**config.mk**
```make
export PLATFORM = sky130hd
export DESIGN_NAME = sorted_deadline_timer_queue
export DESIGN_NICKNAME = d
export VERILOG_FILES = /design/src/design/sdtq_pkg.sv /design/src/design/sdtq_cell.sv /design/src/design/sorted_deadline_timer_queue.sv
export VERILOG_INCLUDE_DIRS = /design/src /design/src/design
export SDC_FILE = /design/constraint.sdc
export NUM_CORES = 2
export LEC_CHECK = 0
export ABC_CLOCK_PERIOD_IN_PS = 6900
export BUFFER_PORTS_ARGS = -buffer_cell sky130_fd_sc_hd__buf_2
export CELL_PAD_IN_SITES_DETAIL_PLACEMENT = 0
export CELL_PAD_IN_SITES_GLOBAL_PLACEMENT = 1
export CORE_MARGIN = 2
export CORE_UTILIZATION = 47
export CTS_BUF_LIST = sky130_fd_sc_hd__clkbuf_4 sky130_fd_sc_hd__clkbuf_8 sky130_fd_sc_hd__clkbuf_16
export DETAILED_ROUTE_END_ITERATION = 10
export PLACE_DENSITY = 0.84
export SLEW_MARGIN = 0
export SYNTH_ARGS = -nofsm -noshare
export SYNTH_HDL_FRONTEND = slang
export SYNTH_HIERARCHICAL = 1
export SYNTH_SLANG_ARGS = --single-unit
```
**constraint.sdc**
```tcl
create_clock -name clk -period 6.9 [get_ports clk]
set_input_delay 0.345 -clock clk [delete_from_list [all_inputs] [get_ports clk]]
set_output_delay 0.345 -clock clk [all_outputs]
set_load 0.05 [all_outputs]
```
**src/design/sorted_deadline_timer_queue_assert.svh**
```systemverilog
// Assertion macros for the sorted deadline timer queue.
// Used by the top level; expects clk and rst_n in the including scope.
`ifndef SORTED_DEADLINE_TIMER_QUEUE_ASSERT_SVH
`define SORTED_DEADLINE_TIMER_QUEUE_ASSERT_SVH

// Same-cycle implication, off while in reset
`define SDTQ_ASSERT_NOW(label, ante, cons) \
    label: assert property (@(posedge clk) disable iff (!rst_n) (ante) |-> (cons)) \
        else $error("sdtq: check failed");

// Next-cycle implication, off while in reset
`define SDTQ_ASSERT_NEXT(label, ante, cons) \
    label: assert property (@(posedge clk) disable iff (!rst_n) (ante) |=> (cons)) \
        else $error("sdtq: check failed");

`endif

```
**src/design/sdtq_pkg.sv**
```systemverilog
// Shared types, constants and helper functions of the sorted deadline timer queue.
// No dependencies; used by sdtq_cell and the top level.
`timescale 1ns / 1ps

package sdtq_pkg;

    localparam int DEPTH     = 16;
    localparam int ID_BITS   = 16;
    localparam int TIME_BITS = 32;
    localparam int MAX_OUT   = 16;
    localparam int CNT_BITS  = $clog2(MAX_OUT + 1);
    localparam int CMP_BITS  = (ID_BITS > 16) ? ID_BITS : 16;
    localparam int KEY_BITS  = (TIME_BITS > 20) ? TIME_BITS : 20;

    localparam logic [1:0] OP_ADD    = 2'd0;
    localparam logic [1:0] OP_CANCEL = 2'd1;
    localparam logic [1:0] OP_TICK   = 2'd2;
    localparam logic [1:0] OP_CLEAR  = 2'd3;

    localparam logic [2:0] KIND_ADD_OK   = 3'd0;
    localparam logic [2:0] KIND_ADD_FULL = 3'd1;
    localparam logic [2:0] KIND_CANCEL   = 3'd2;
    localparam logic [2:0] KIND_EXPIRED  = 3'd3;
    localparam logic [2:0] KIND_DONE     = 3'd4;

    typedef struct packed {
        logic [1:0]  op;
        logic [19:0] interval;
        logic [15:0] cancel_id;
    } request_t;

    typedef struct packed {
        logic [2:0]  kind;
        logic [15:0] handle;
        logic        success;
        logic        last;
    } result_t;

    typedef enum logic [2:0] {
        CMD_HOLD,
        CMD_ADD,
        CMD_CANCEL,
        CMD_POP,
        CMD_DEC,
        CMD_CLEAR
    } cell_cmd_t;

    // Broadcast to every cell of the chain
    typedef struct packed {
        cell_cmd_t             cmd;
        logic [TIME_BITS-1:0]  key;
        logic [ID_BITS-1:0]    new_id;
        logic [15:0]           cancel_id;
    } cell_ctl_t;

    // rem is the distance from now to the deadline
    typedef struct packed {
        logic                  valid;
        logic [TIME_BITS-1:0]  rem;
        logic [ID_BITS-1:0]    id;
        logic                  cancelled;
    } cell_data_t;

    typedef enum logic [1:0] {
        ST_IDLE,
        ST_EXEC,
        ST_TICK
    } state_t;

    function automatic logic [TIME_BITS-1:0] interval_key(input logic [19:0] interval);
        logic [KEY_BITS-1:0] wide;
        wide = KEY_BITS'(interval);
        return wide[TIME_BITS-1:0];
    endfunction

    function automatic logic [15:0] id_out(input logic [ID_BITS-1:0] id);
        logic [CMP_BITS-1:0] wide;
        wide = CMP_BITS'(id);
        return wide[15:0];
    endfunction

    function automatic logic id_match(input logic [ID_BITS-1:0] id,
                                      input logic [15:0] cid);
        logic [CMP_BITS-1:0] a;
        logic [CMP_BITS-1:0] b;
        a = CMP_BITS'(id);
        b = CMP_BITS'(cid);
        return a == b;
    endfunction

endpackage

```
**src/design/sdtq_cell.sv**
```systemverilog
// One slot of the sorted timer chain: holds a timer and trades it with its neighbors.
// Depends on sdtq_pkg.
`timescale 1ns / 1ps

module sdtq_cell (
    input  logic                clk,
    input  logic                rst_n,
    input  sdtq_pkg::cell_ctl_t ctl,
    input  sdtq_pkg::cell_data_t left_data,
    input  sdtq_pkg::cell_data_t right_data,
    input  logic                left_r,
    input  logic                seen_in,
    output sdtq_pkg::cell_data_t data,
    output logic                r_out,
    output logic                seen_out
);

    logic                          valid_reg, valid_next;
    logic [sdtq_pkg::TIME_BITS-1:0] rem_reg, rem_next;
    logic [sdtq_pkg::ID_BITS-1:0]   id_reg, id_next;
    logic                          canc_reg, canc_next;
    logic                          match;

    assign data.valid     = valid_reg;
    assign data.rem       = rem_reg;
    assign data.id        = id_reg;
    assign data.cancelled = canc_reg;

    // At or behind the insert point: empty, or deadline not earlier than the new one
    assign r_out    = !valid_reg || (rem_reg >= ctl.key);
    assign match    = valid_reg && sdtq_pkg::id_match(id_reg, ctl.cancel_id);
    assign seen_out = seen_in || match;

    always_comb
    begin
        valid_next = valid_reg;
        rem_next   = rem_reg;
        id_next    = id_reg;
        canc_next  = canc_reg;
        unique case (ctl.cmd)
            sdtq_pkg::CMD_ADD:
            begin
                if (left_r)
                begin
                    valid_next = left_data.valid;
                    rem_next   = left_data.rem;
                    id_next    = left_data.id;
                    canc_next  = left_data.cancelled;
                end
                else if (r_out)
                begin
                    valid_next = 1'b1;
                    rem_next   = ctl.key;
                    id_next    = ctl.new_id;
                    canc_next  = 1'b0;
                end
            end
            sdtq_pkg::CMD_CANCEL:
            begin
                if (match && !seen_in)
                    canc_next = 1'b1;
            end
            sdtq_pkg::CMD_POP:
            begin
                valid_next = right_data.valid;
                rem_next   = right_data.rem;
                id_next    = right_data.id;
                canc_next  = right_data.cancelled;
            end
            sdtq_pkg::CMD_DEC:
            begin
                rem_next = rem_reg - 1'b1;
            end
            sdtq_pkg::CMD_CLEAR:
            begin
                valid_next = 1'b0;
                canc_next  = 1'b0;
            end
            default:
            begin
                valid_next = valid_reg;
            end
        endcase
    end

    always_ff @(posedge clk or negedge rst_n)
    begin
        if (!rst_n)
            valid_reg <= 1'b0;
        else
            valid_reg <= valid_next;
    end

    always_ff @(posedge clk)
    begin
        rem_reg  <= rem_next;
        id_reg   <= id_next;
        canc_reg <= canc_next;
    end

endmodule

```
**src/design/sorted_deadline_timer_queue.sv**
```systemverilog
// Top level of the sorted deadline timer queue: command FSM, id counter and the cell chain.
// Depends on sdtq_pkg, sdtq_cell and sorted_deadline_timer_queue_assert.svh.
//
//   channel   ports                      handshake
//   -------   ------------------------   -------------------------------------
//   request   start, busy, request       taken at an edge with start=1, busy=0
//   result    result_valid, result       each result valid for a single cycle, no back-pressure
//
// Add, cancel and clear pass through the execute state before the next acceptance;
// the single result appears in the same cycle as the updated chain.
// In a tick the chain pops one head entry per cycle while the head is due, then
// ages every entry in a final step.
// Reset empties the queue and zeroes the id counter; no clearing pass is needed.
`timescale 1ns / 1ps

`include "sorted_deadline_timer_queue_assert.svh"

module sorted_deadline_timer_queue (
    input  logic               clk,
    input  logic               rst_n,
    input  logic               start,
    output logic               busy,
    input  sdtq_pkg::request_t request,
    output logic               result_valid,
    output sdtq_pkg::result_t  result
);

    sdtq_pkg::state_t               state_reg, state_next;
    sdtq_pkg::request_t             req_reg, req_next;
    logic [sdtq_pkg::ID_BITS-1:0]   last_id_reg, last_id_next;
    logic                           res_valid_reg, res_valid_next;
    sdtq_pkg::result_t              res_reg, res_next;
    logic                           pend_valid_reg, pend_valid_next;
    logic [15:0]                    pend_id_reg, pend_id_next;
    logic [sdtq_pkg::CNT_BITS-1:0]  exp_cnt_reg, exp_cnt_next;

    sdtq_pkg::cell_ctl_t  ctl;
    sdtq_pkg::cell_data_t cell_q [sdtq_pkg::DEPTH];
    logic                 r_chain [sdtq_pkg::DEPTH];
    logic                 seen_chain [sdtq_pkg::DEPTH];

    logic accept;
    logic full;
    logic found;
    logic pop_hit;
    logic report;

    assign accept       = start && !busy;
    assign busy         = (state_reg != sdtq_pkg::ST_IDLE);
    assign result_valid = res_valid_reg;
    assign result       = res_reg;

    assign full    = cell_q[sdtq_pkg::DEPTH-1].valid;
    assign found   = seen_chain[sdtq_pkg::DEPTH-1];
    assign pop_hit = cell_q[0].valid && (cell_q[0].rem[sdtq_pkg::TIME_BITS-1:1] == '0);
    assign report  = !cell_q[0].cancelled &&
                     (exp_cnt_reg < sdtq_pkg::CNT_BITS'(sdtq_pkg::MAX_OUT));

    for (genvar i = 0; i < sdtq_pkg::DEPTH; i++)
    begin : g_cell
        sdtq_pkg::cell_data_t left_d;
        sdtq_pkg::cell_data_t right_d;
        logic                 left_r;
        logic                 seen_in;

        if (i == 0)
        begin : g_head
            assign left_d  = '0;
            assign left_r  = 1'b0;
            assign seen_in = 1'b0;
        end
        else
        begin : g_body
            assign left_d  = cell_q[i-1];
            assign left_r  = r_chain[i-1];
            assign seen_in = seen_chain[i-1];
        end

        if (i == sdtq_pkg::DEPTH - 1)
        begin : g_tail
            assign right_d = '0;
        end
        else
        begin : g_inner
            assign right_d = cell_q[i+1];
        end

        sdtq_cell u_cell (
            .clk        (clk),
            .rst_n      (rst_n),
            .ctl        (ctl),
            .left_data  (left_d),
            .right_data (right_d),
            .left_r     (left_r),
            .seen_in    (seen_in),
            .data       (cell_q[i]),
            .r_out      (r_chain[i]),
            .seen_out   (seen_chain[i])
        );
    end

    always_comb
    begin
        state_next      = state_reg;
        req_next        = req_reg;
        last_id_next    = last_id_reg;
        res_valid_next  = 1'b0;
        res_next        = res_reg;
        pend_valid_next = pend_valid_reg;
        pend_id_next    = pend_id_reg;
        exp_cnt_next    = exp_cnt_reg;
        ctl.cmd         = sdtq_pkg::CMD_HOLD;
        ctl.key         = sdtq_pkg::interval_key(req_reg.interval);
        ctl.new_id      = last_id_reg + 1'b1;
        ctl.cancel_id   = req_reg.cancel_id;

        unique case (state_reg)
            sdtq_pkg::ST_IDLE:
            begin
                if (accept)
                begin
                    req_next        = request;
                    pend_valid_next = 1'b0;
                    exp_cnt_next    = '0;
                    state_next      = (request.op == sdtq_pkg::OP_TICK) ?
                                      sdtq_pkg::ST_TICK : sdtq_pkg::ST_EXEC;
                end
            end
            sdtq_pkg::ST_EXEC:
            begin
                res_valid_next = 1'b1;
                state_next     = sdtq_pkg::ST_IDLE;
                unique case (req_reg.op)
                    sdtq_pkg::OP_ADD:
                    begin
                        if (full)
                            res_next = '{sdtq_pkg::KIND_ADD_FULL, 16'd0, 1'b0, 1'b1};
                        else
                        begin
                            ctl.cmd      = sdtq_pkg::CMD_ADD;
                            last_id_next = ctl.new_id;
                            res_next     = '{sdtq_pkg::KIND_ADD_OK,
                                             sdtq_pkg::id_out(ctl.new_id), 1'b1, 1'b1};
                        end
                    end
                    sdtq_pkg::OP_CANCEL:
                    begin
                        ctl.cmd  = sdtq_pkg::CMD_CANCEL;
                        res_next = '{sdtq_pkg::KIND_CANCEL, 16'd0, found, 1'b1};
                    end
                    sdtq_pkg::OP_CLEAR:
                    begin
                        ctl.cmd  = sdtq_pkg::CMD_CLEAR;
                        res_next = '{sdtq_pkg::KIND_DONE, 16'd0, 1'b1, 1'b1};
                    end
                    default:
                    begin
                        // tick never lands here
                        res_next = '{sdtq_pkg::KIND_DONE, 16'd0, 1'b1, 1'b1};
                    end
                endcase
            end
            sdtq_pkg::ST_TICK:
            begin
                if (pop_hit)
                begin
                    ctl.cmd = sdtq_pkg::CMD_POP;
                    if (report)
                    begin
                        // hold the newest expiry back until it is known to be the final one
                        if (pend_valid_reg)
                        begin
                            res_valid_next = 1'b1;
                            res_next = '{sdtq_pkg::KIND_EXPIRED, pend_id_reg, 1'b1, 1'b0};
                        end
                        pend_valid_next = 1'b1;
                        pend_id_next    = sdtq_pkg::id_out(cell_q[0].id);
                        exp_cnt_next    = exp_cnt_reg + 1'b1;
                    end
                end
                else
                begin
                    ctl.cmd         = sdtq_pkg::CMD_DEC;
                    res_valid_next  = 1'b1;
                    pend_valid_next = 1'b0;
                    state_next      = sdtq_pkg::ST_IDLE;
                    if (pend_valid_reg)
                        res_next = '{sdtq_pkg::KIND_EXPIRED, pend_id_reg, 1'b1, 1'b1};
                    else
                        res_next = '{sdtq_pkg::KIND_DONE, 16'd0, 1'b1, 1'b1};
                end
            end
            default:
            begin
                state_next = sdtq_pkg::ST_IDLE;
            end
        endcase
    end

    always_ff @(posedge clk or negedge rst_n)
    begin
        if (!rst_n)
        begin
            state_reg      <= sdtq_pkg::ST_IDLE;
            last_id_reg    <= '0;
            res_valid_reg  <= 1'b0;
            pend_valid_reg <= 1'b0;
            exp_cnt_reg    <= '0;
        end
        else
        begin
            state_reg      <= state_next;
            last_id_reg    <= last_id_next;
            res_valid_reg  <= res_valid_next;
            pend_valid_reg <= pend_valid_next;
            exp_cnt_reg    <= exp_cnt_next;
        end
    end

    always_ff @(posedge clk)
    begin
        req_reg     <= req_next;
        res_reg     <= res_next;
        pend_id_reg <= pend_id_next;
    end

    `SDTQ_ASSERT_NEXT(a_accept_busy, accept, busy)
    `SDTQ_ASSERT_NOW(a_more_pending, result_valid && !result.last, busy)
    `SDTQ_ASSERT_NEXT(a_tick_ends, (state_reg == sdtq_pkg::ST_TICK) && !pop_hit,
                      result_valid && result.last && !busy)
    `SDTQ_ASSERT_NOW(a_packed_chain, !cell_q[0].valid, !cell_q[sdtq_pkg::DEPTH-1].valid)

endmodule
```
* After elaboration in Yosys (flattened, before gate mapping)
Cells that the tools add are included.
** Word-level totals
- Flip-flop bits (word level) :: 900
- Bits of input ports :: 41
** Operators by class
- Add/subtract/negate cells :: 18
- $lt $le $gt $ge :: 17
- Equality and inequality tests :: 64
- Muxes and demuxes :: 231
- Bitwise gates (word level) :: 1
- Reduce and logical (&&, ||, !) cells :: 182
** Operator list (count)
- $pmux W32 S3 :: 16
- $mux W32 :: 31
- $ge A32 B20 Y1 :: 16
- $pmux W16 S2 :: 16
- $sub A32 B1 Y32 const B :: 16
- $mux W16 :: 31
- $eq A16 B16 Y1 :: 16
- $reduce_and A2 Y1 :: 50
- $mux W1 :: 85
- $mux W21 :: 4
- $pmux W21 S2 :: 2
- $pmux W1 S4 :: 15
- $reduce_and A3 Y1 :: 20
- $pmux W1 S3 :: 16
- $ne A3 B1 Y1 const B :: 13
- $logic_and A1 B1 Y1 :: 34
- $ne A2 B1 Y1 const B :: 17
- $logic_not A1 Y1 :: 33
- $logic_not A31 Y1 :: 1
- $logic_or A1 B1 Y1 :: 31
- $mux W19 :: 1
- $add A16 B1 Y16 const B :: 1
- $mux W5 :: 3
- $pmux W5 S2 :: 1
- other kinds (23) :: 44

* Logic depth before layout (Yosys ltp)
- Depth in word-level cells :: 20
- Gate-level depth with buffers :: 26
- Mapped depth without buffers :: 26

* Modules after synthesis
The synthesis kept the hierarchy.
** Modules (own cells, without submodules)
- sdtq_cell at g_cell[0].u_cell ... :: times used 11, cells each 461, area an instance 4327.9 um2, seq. area each 1496.4 um2
- sdtq_cell at g_cell[6].u_cell ... :: times used 4, cells each 459, area an instance 4322.9 um2, seq. area each 1496.4 um2
- sdtq_cell at g_cell[12].u_cell :: times used 1, cells each 470, area an instance 4327.9 um2, seq. area each 1496.4 um2
- sorted_deadline_timer_queue :: times used 1, cells each 287, area an instance 4172.8 um2, seq. area each 2877.8 um2

* Least setup slack after synthesis
Ideal clock, no wire load.
- Path kind :: register to register
- Start point :: reg state_reg[1]
- End point :: reg g_cell[6].u_cell/rem_reg[0] (netlist name), enable pin
- Library setup time :: 0.441 ns
- Arrival time :: 6.366 ns
- Setup slack :: 0.093 ns
- Cell stages (with the launch flop) :: 9
- Period minus slack after synthesis :: 6.807 ns
- Cell sequence :: dfrtp_1 inv_1 ha_1 or4b_1 buf_2 a31oi_1 nor2b_1 a21oi_1 a31oi_1
** RTL lines
- start: declaration :: line sorted_deadline_timer_queue.sv:28 : sdtq_pkg::state_t state_reg, state_next;
- start signal: assignment :: line sorted_deadline_timer_queue.sv:204 : state_reg <= sdtq_pkg::ST_IDLE;
- start signal: assignment :: line sorted_deadline_timer_queue.sv:212 : state_reg <= state_next;
- end signal: assignment :: line sdtq_cell.sv:96 : rem_reg <= rem_next;
- end: declaration :: line sdtq_cell.sv:19 : logic [sdtq_pkg::TIME_BITS-1:0] rem_reg, rem_next;

==> reports/results.tsv <==
stage	metric	value	unit
sta	setup violators final	0	
job	Max Cap Viol	1	
worst_setup_path	CP max stage delay	0.93	ns
pwr	peak supply drop	0.206	mV
detailed_routing	drt wl/cell	24.0	um
die	chip height	399	um
die	I/O Pins	64	
sta	Final Max Tran Viols	0	
cts	CTS Buffer Depth	3	
synthesis	synth warn	6	
global_routing	first-pass GRT wire length	372	mm
hold_path	worst min path class	in2reg	
pwr	LEAKAGE	33.7	nW
worst_setup_path	Arrival @ worst endpoint	6.00	ns
cts	# H-tree levels	3	
hold_path	hold path cells	3	
cts	PostCTS Resize Cnt	0	
worst_setup_path	WP data required	7.41	ns
detailed_routing	via count	63000	
placed_design	detailed placer's ending HPWL	182	mm
worst_setup_path	Critical Path Most Common Cell	nand2_1	
detailed_routing	Post-route DRC	0	
sta	Setup TNS Final	0	ns
die	Initial Utilization	47.2	%
cts	TritonCTS buffer count	108	
cts	CTS tree	built	
worst_setup_path	slowest CP cell	nand2_1	
worst_setup_path	CP startpoint kind	flop	
die	full die area	159000	um2
placed_design	Final GP Congestion	0.948	
hold_path	Hold Crit Start	start	
worst_setup_path	crit path max fanout	80	
die	Die W	399	um
global_routing	All-Layer GR Usage	30.1	%
sta	worst hold slack	0.0747	ns
detailed_routing	ANT nets after route	0	
die	core area	156000	um2
sta	worst-margin pin slew	1.48	ns
layout	Final nets	8729	
cts	clk root buf	clkbuf_16	
worst_setup_path	worst path cell trace	nor4_1, nand4_2, nor2_4, nand2_1, a31oi_4, buf_4, nor2b_1, nand2_1, nand2_1, buf_4, nor2_1, a211o_1	
status	failing checks	max-capacitance violations	
sta	Fin. Hold Viols	0	
worst_setup_path	R2R depth	12	
global_routing	largest net degree at the start of global routing	81	
layout	fillers	14100	
worst_setup_path	critical path type	reg2reg	
detailed_routing	Via-to-Cell Ratio	6.11	
global_routing	total congestion overflow	0	
die	row count	145	
status	status	complete, but fails checks	
worst_setup_path	reg2reg end	g_cell[7].u_cell/rem_reg[3]$_DFFE_PP_	
worst_setup_path	Reg2Reg Launch Point	g_cell[0].u_cell/rem_reg[9]$_DFFE_PP_	
layout	Layout area overhead	12.1	%
placed_design	I/O Buffers	63	
detailed_routing	drt first pass iters	5	
pwr	power density over the cells	233	nW/um2
cts	Sink Count	900	
sta	RSZ-0062 raised after global routing	no	
sta	Worst slew margin	1.11	%
global_routing	initial antenna violation count	6	
detailed_routing	final WL	247	mm
layout	share of cells above drive strength 1	7.90	%
worst_setup_path	Worst R2R Setup Slack	1.40	ns
cts	Worst-path clk slew	0.06	ns
sta	fmax	0.182	GHz
sta	crit path time final	5.50	ns
synthesis	Mapped Area	73400	um2
detailed_routing	initial drt markers	6852	
synthesis	synthesized area per cell	9.58	um2
cts	Worst-Skew Late Latency	0.76	ns
global_routing	vias in the first global route	60000	
hold_path	Worst Hold Path EP	pend_valid_reg$_DFFE_PN0P_	
sta	fin crit share	79.7	%
layout	max FFs per register	512	
sta	final worst clock skew	0.0374	ns
synthesis	Synth Instances	7663	
worst_setup_path	Worst setup EP type	flop	
==> repair_timing <==
action,in CTS,in global routing
hold buffers,39,0
endpoints found under the hold margin,79,0
buffers inserted,0,0
==> cell type report <==
type | count | area [um2] | share of cell area, %
clock buffer | 139 | 2980 | 3.62
sequential | 900 | 26800 | 32.6
tap | 2058 | 2570 | 3.13
antenna | 4 | 10.0 | 0.0122
timing repair buffer | 259 | 2000 | 2.43
multi-input combinational | 6282 | 45100 | 54.8
inverter | 604 | 2270 | 2.76
clock inverter | 64 | 557 | 0.677
==> worst max-delay path: cells and delay by family (launching register included) <==
kind,cells,cell delay (ns)
buffers and inverters,2,0.91
and+or+nand+nor,8,3.20
DFF,1,0.54
AOI/OAI and AO/OA,2,0.45
==> where the power goes <==
group | internal (mW) | switching, mW | leakage, nW
logic | 2.06 | 3.12 | 23.5
clock network | 3.31 | 2.53 | 1.79
registers | 6.94 | 1.20 | 8.41
==> worst max-delay path by stage <==
| stage | startpoint | end | slack [ns] | depth (start not counted) |
|---|---|---|---|---|
| floorplan | state_reg[1]$_DFFE_PN0P_ | g_cell[6].u_cell/rem_reg[0]$_DFFE_PP_ | 0.09 | 8 |
| global placement | g_cell[0].u_cell/rem_reg[9]$_DFFE_PP_ | g_cell[7].u_cell/rem_reg[3]$_DFFE_PP_ | 1.57 | 12 |
| detailed placement | g_cell[0].u_cell/rem_reg[9]$_DFFE_PP_ | g_cell[7].u_cell/rem_reg[3]$_DFFE_PP_ | 1.55 | 12 |
| CTS | g_cell[0].u_cell/rem_reg[9]$_DFFE_PP_ | g_cell[7].u_cell/rem_reg[3]$_DFFE_PP_ | 1.52 | 12 |
| global route | g_cell[0].u_cell/rem_reg[9]$_DFFE_PP_ | g_cell[7].u_cell/rem_reg[3]$_DFFE_PP_ | 1.13 | 12 |
| finish | g_cell[0].u_cell/rem_reg[9]$_DFFE_PP_ | g_cell[7].u_cell/rem_reg[3]$_DFFE_PP_ | 1.40 | 12 |
==> cells in the final DEF, fill, tap and decap left out, types with 17 or more instances in the layout <==
cell	n
a211oi_1	37
a31oi_4	17
a211o_1	21
nand4_1	64
o21ai_1	23
o211ai_1	21
o31ai_1	22
clkinv_1	17
nand4_2	25
clkbuf_16	108
or3_1	34
nand2b_1	21
o21ai_0	377
xnor2_1	397
ha_1	533
mux2i_1	768
clkinv_2	30
conb_1	488
nor4_1	135
xor2_1	332
a22o_1	27
o221ai_1	431
or4_1	53
nor4b_1	40
nor3_1	190
nor2b_1	33
nor2_1	354
clkbuf_4	24
edfxtp_1	859
inv_1	589
o21a_1	21
nor4_2	28
dlygate4sd3_1	39
nand2_1	1011
a21oi_1	298
buf_4	148
nand3_1	172
dfrtp_1	41
buf_2	63
==> stage by stage <==
stage	cell area [um2]	cells	total power, mW	setup WS (ns)	utilization [%]
after global routing	82300	10300	19.9	1.13	52.8
after floorplan	75200	8150	11.4	0.0935	-
after detailed placement	78300	10100	13.2	1.55	50.3
after global placement	78300	10100	13.0	1.57	50.3
final	82300	10300	19.2	1.40	52.8
after CTS	82300	10300	19.0	1.52	52.8
==> layer usage <==
layer | vias to the layer above | part of all wire [%] | GRT usage [%]
li1 | 28900 | - | -
met1 | 30500 | 43 | 43.2
met2 | 3095 | 43 | 44.6
met3 | 547 | 9.3 | 5.05
met4 | 8 | 4.6 | 12.8
met5 | - | 0.021 | 0
Power figures use the tool's default switching activity.
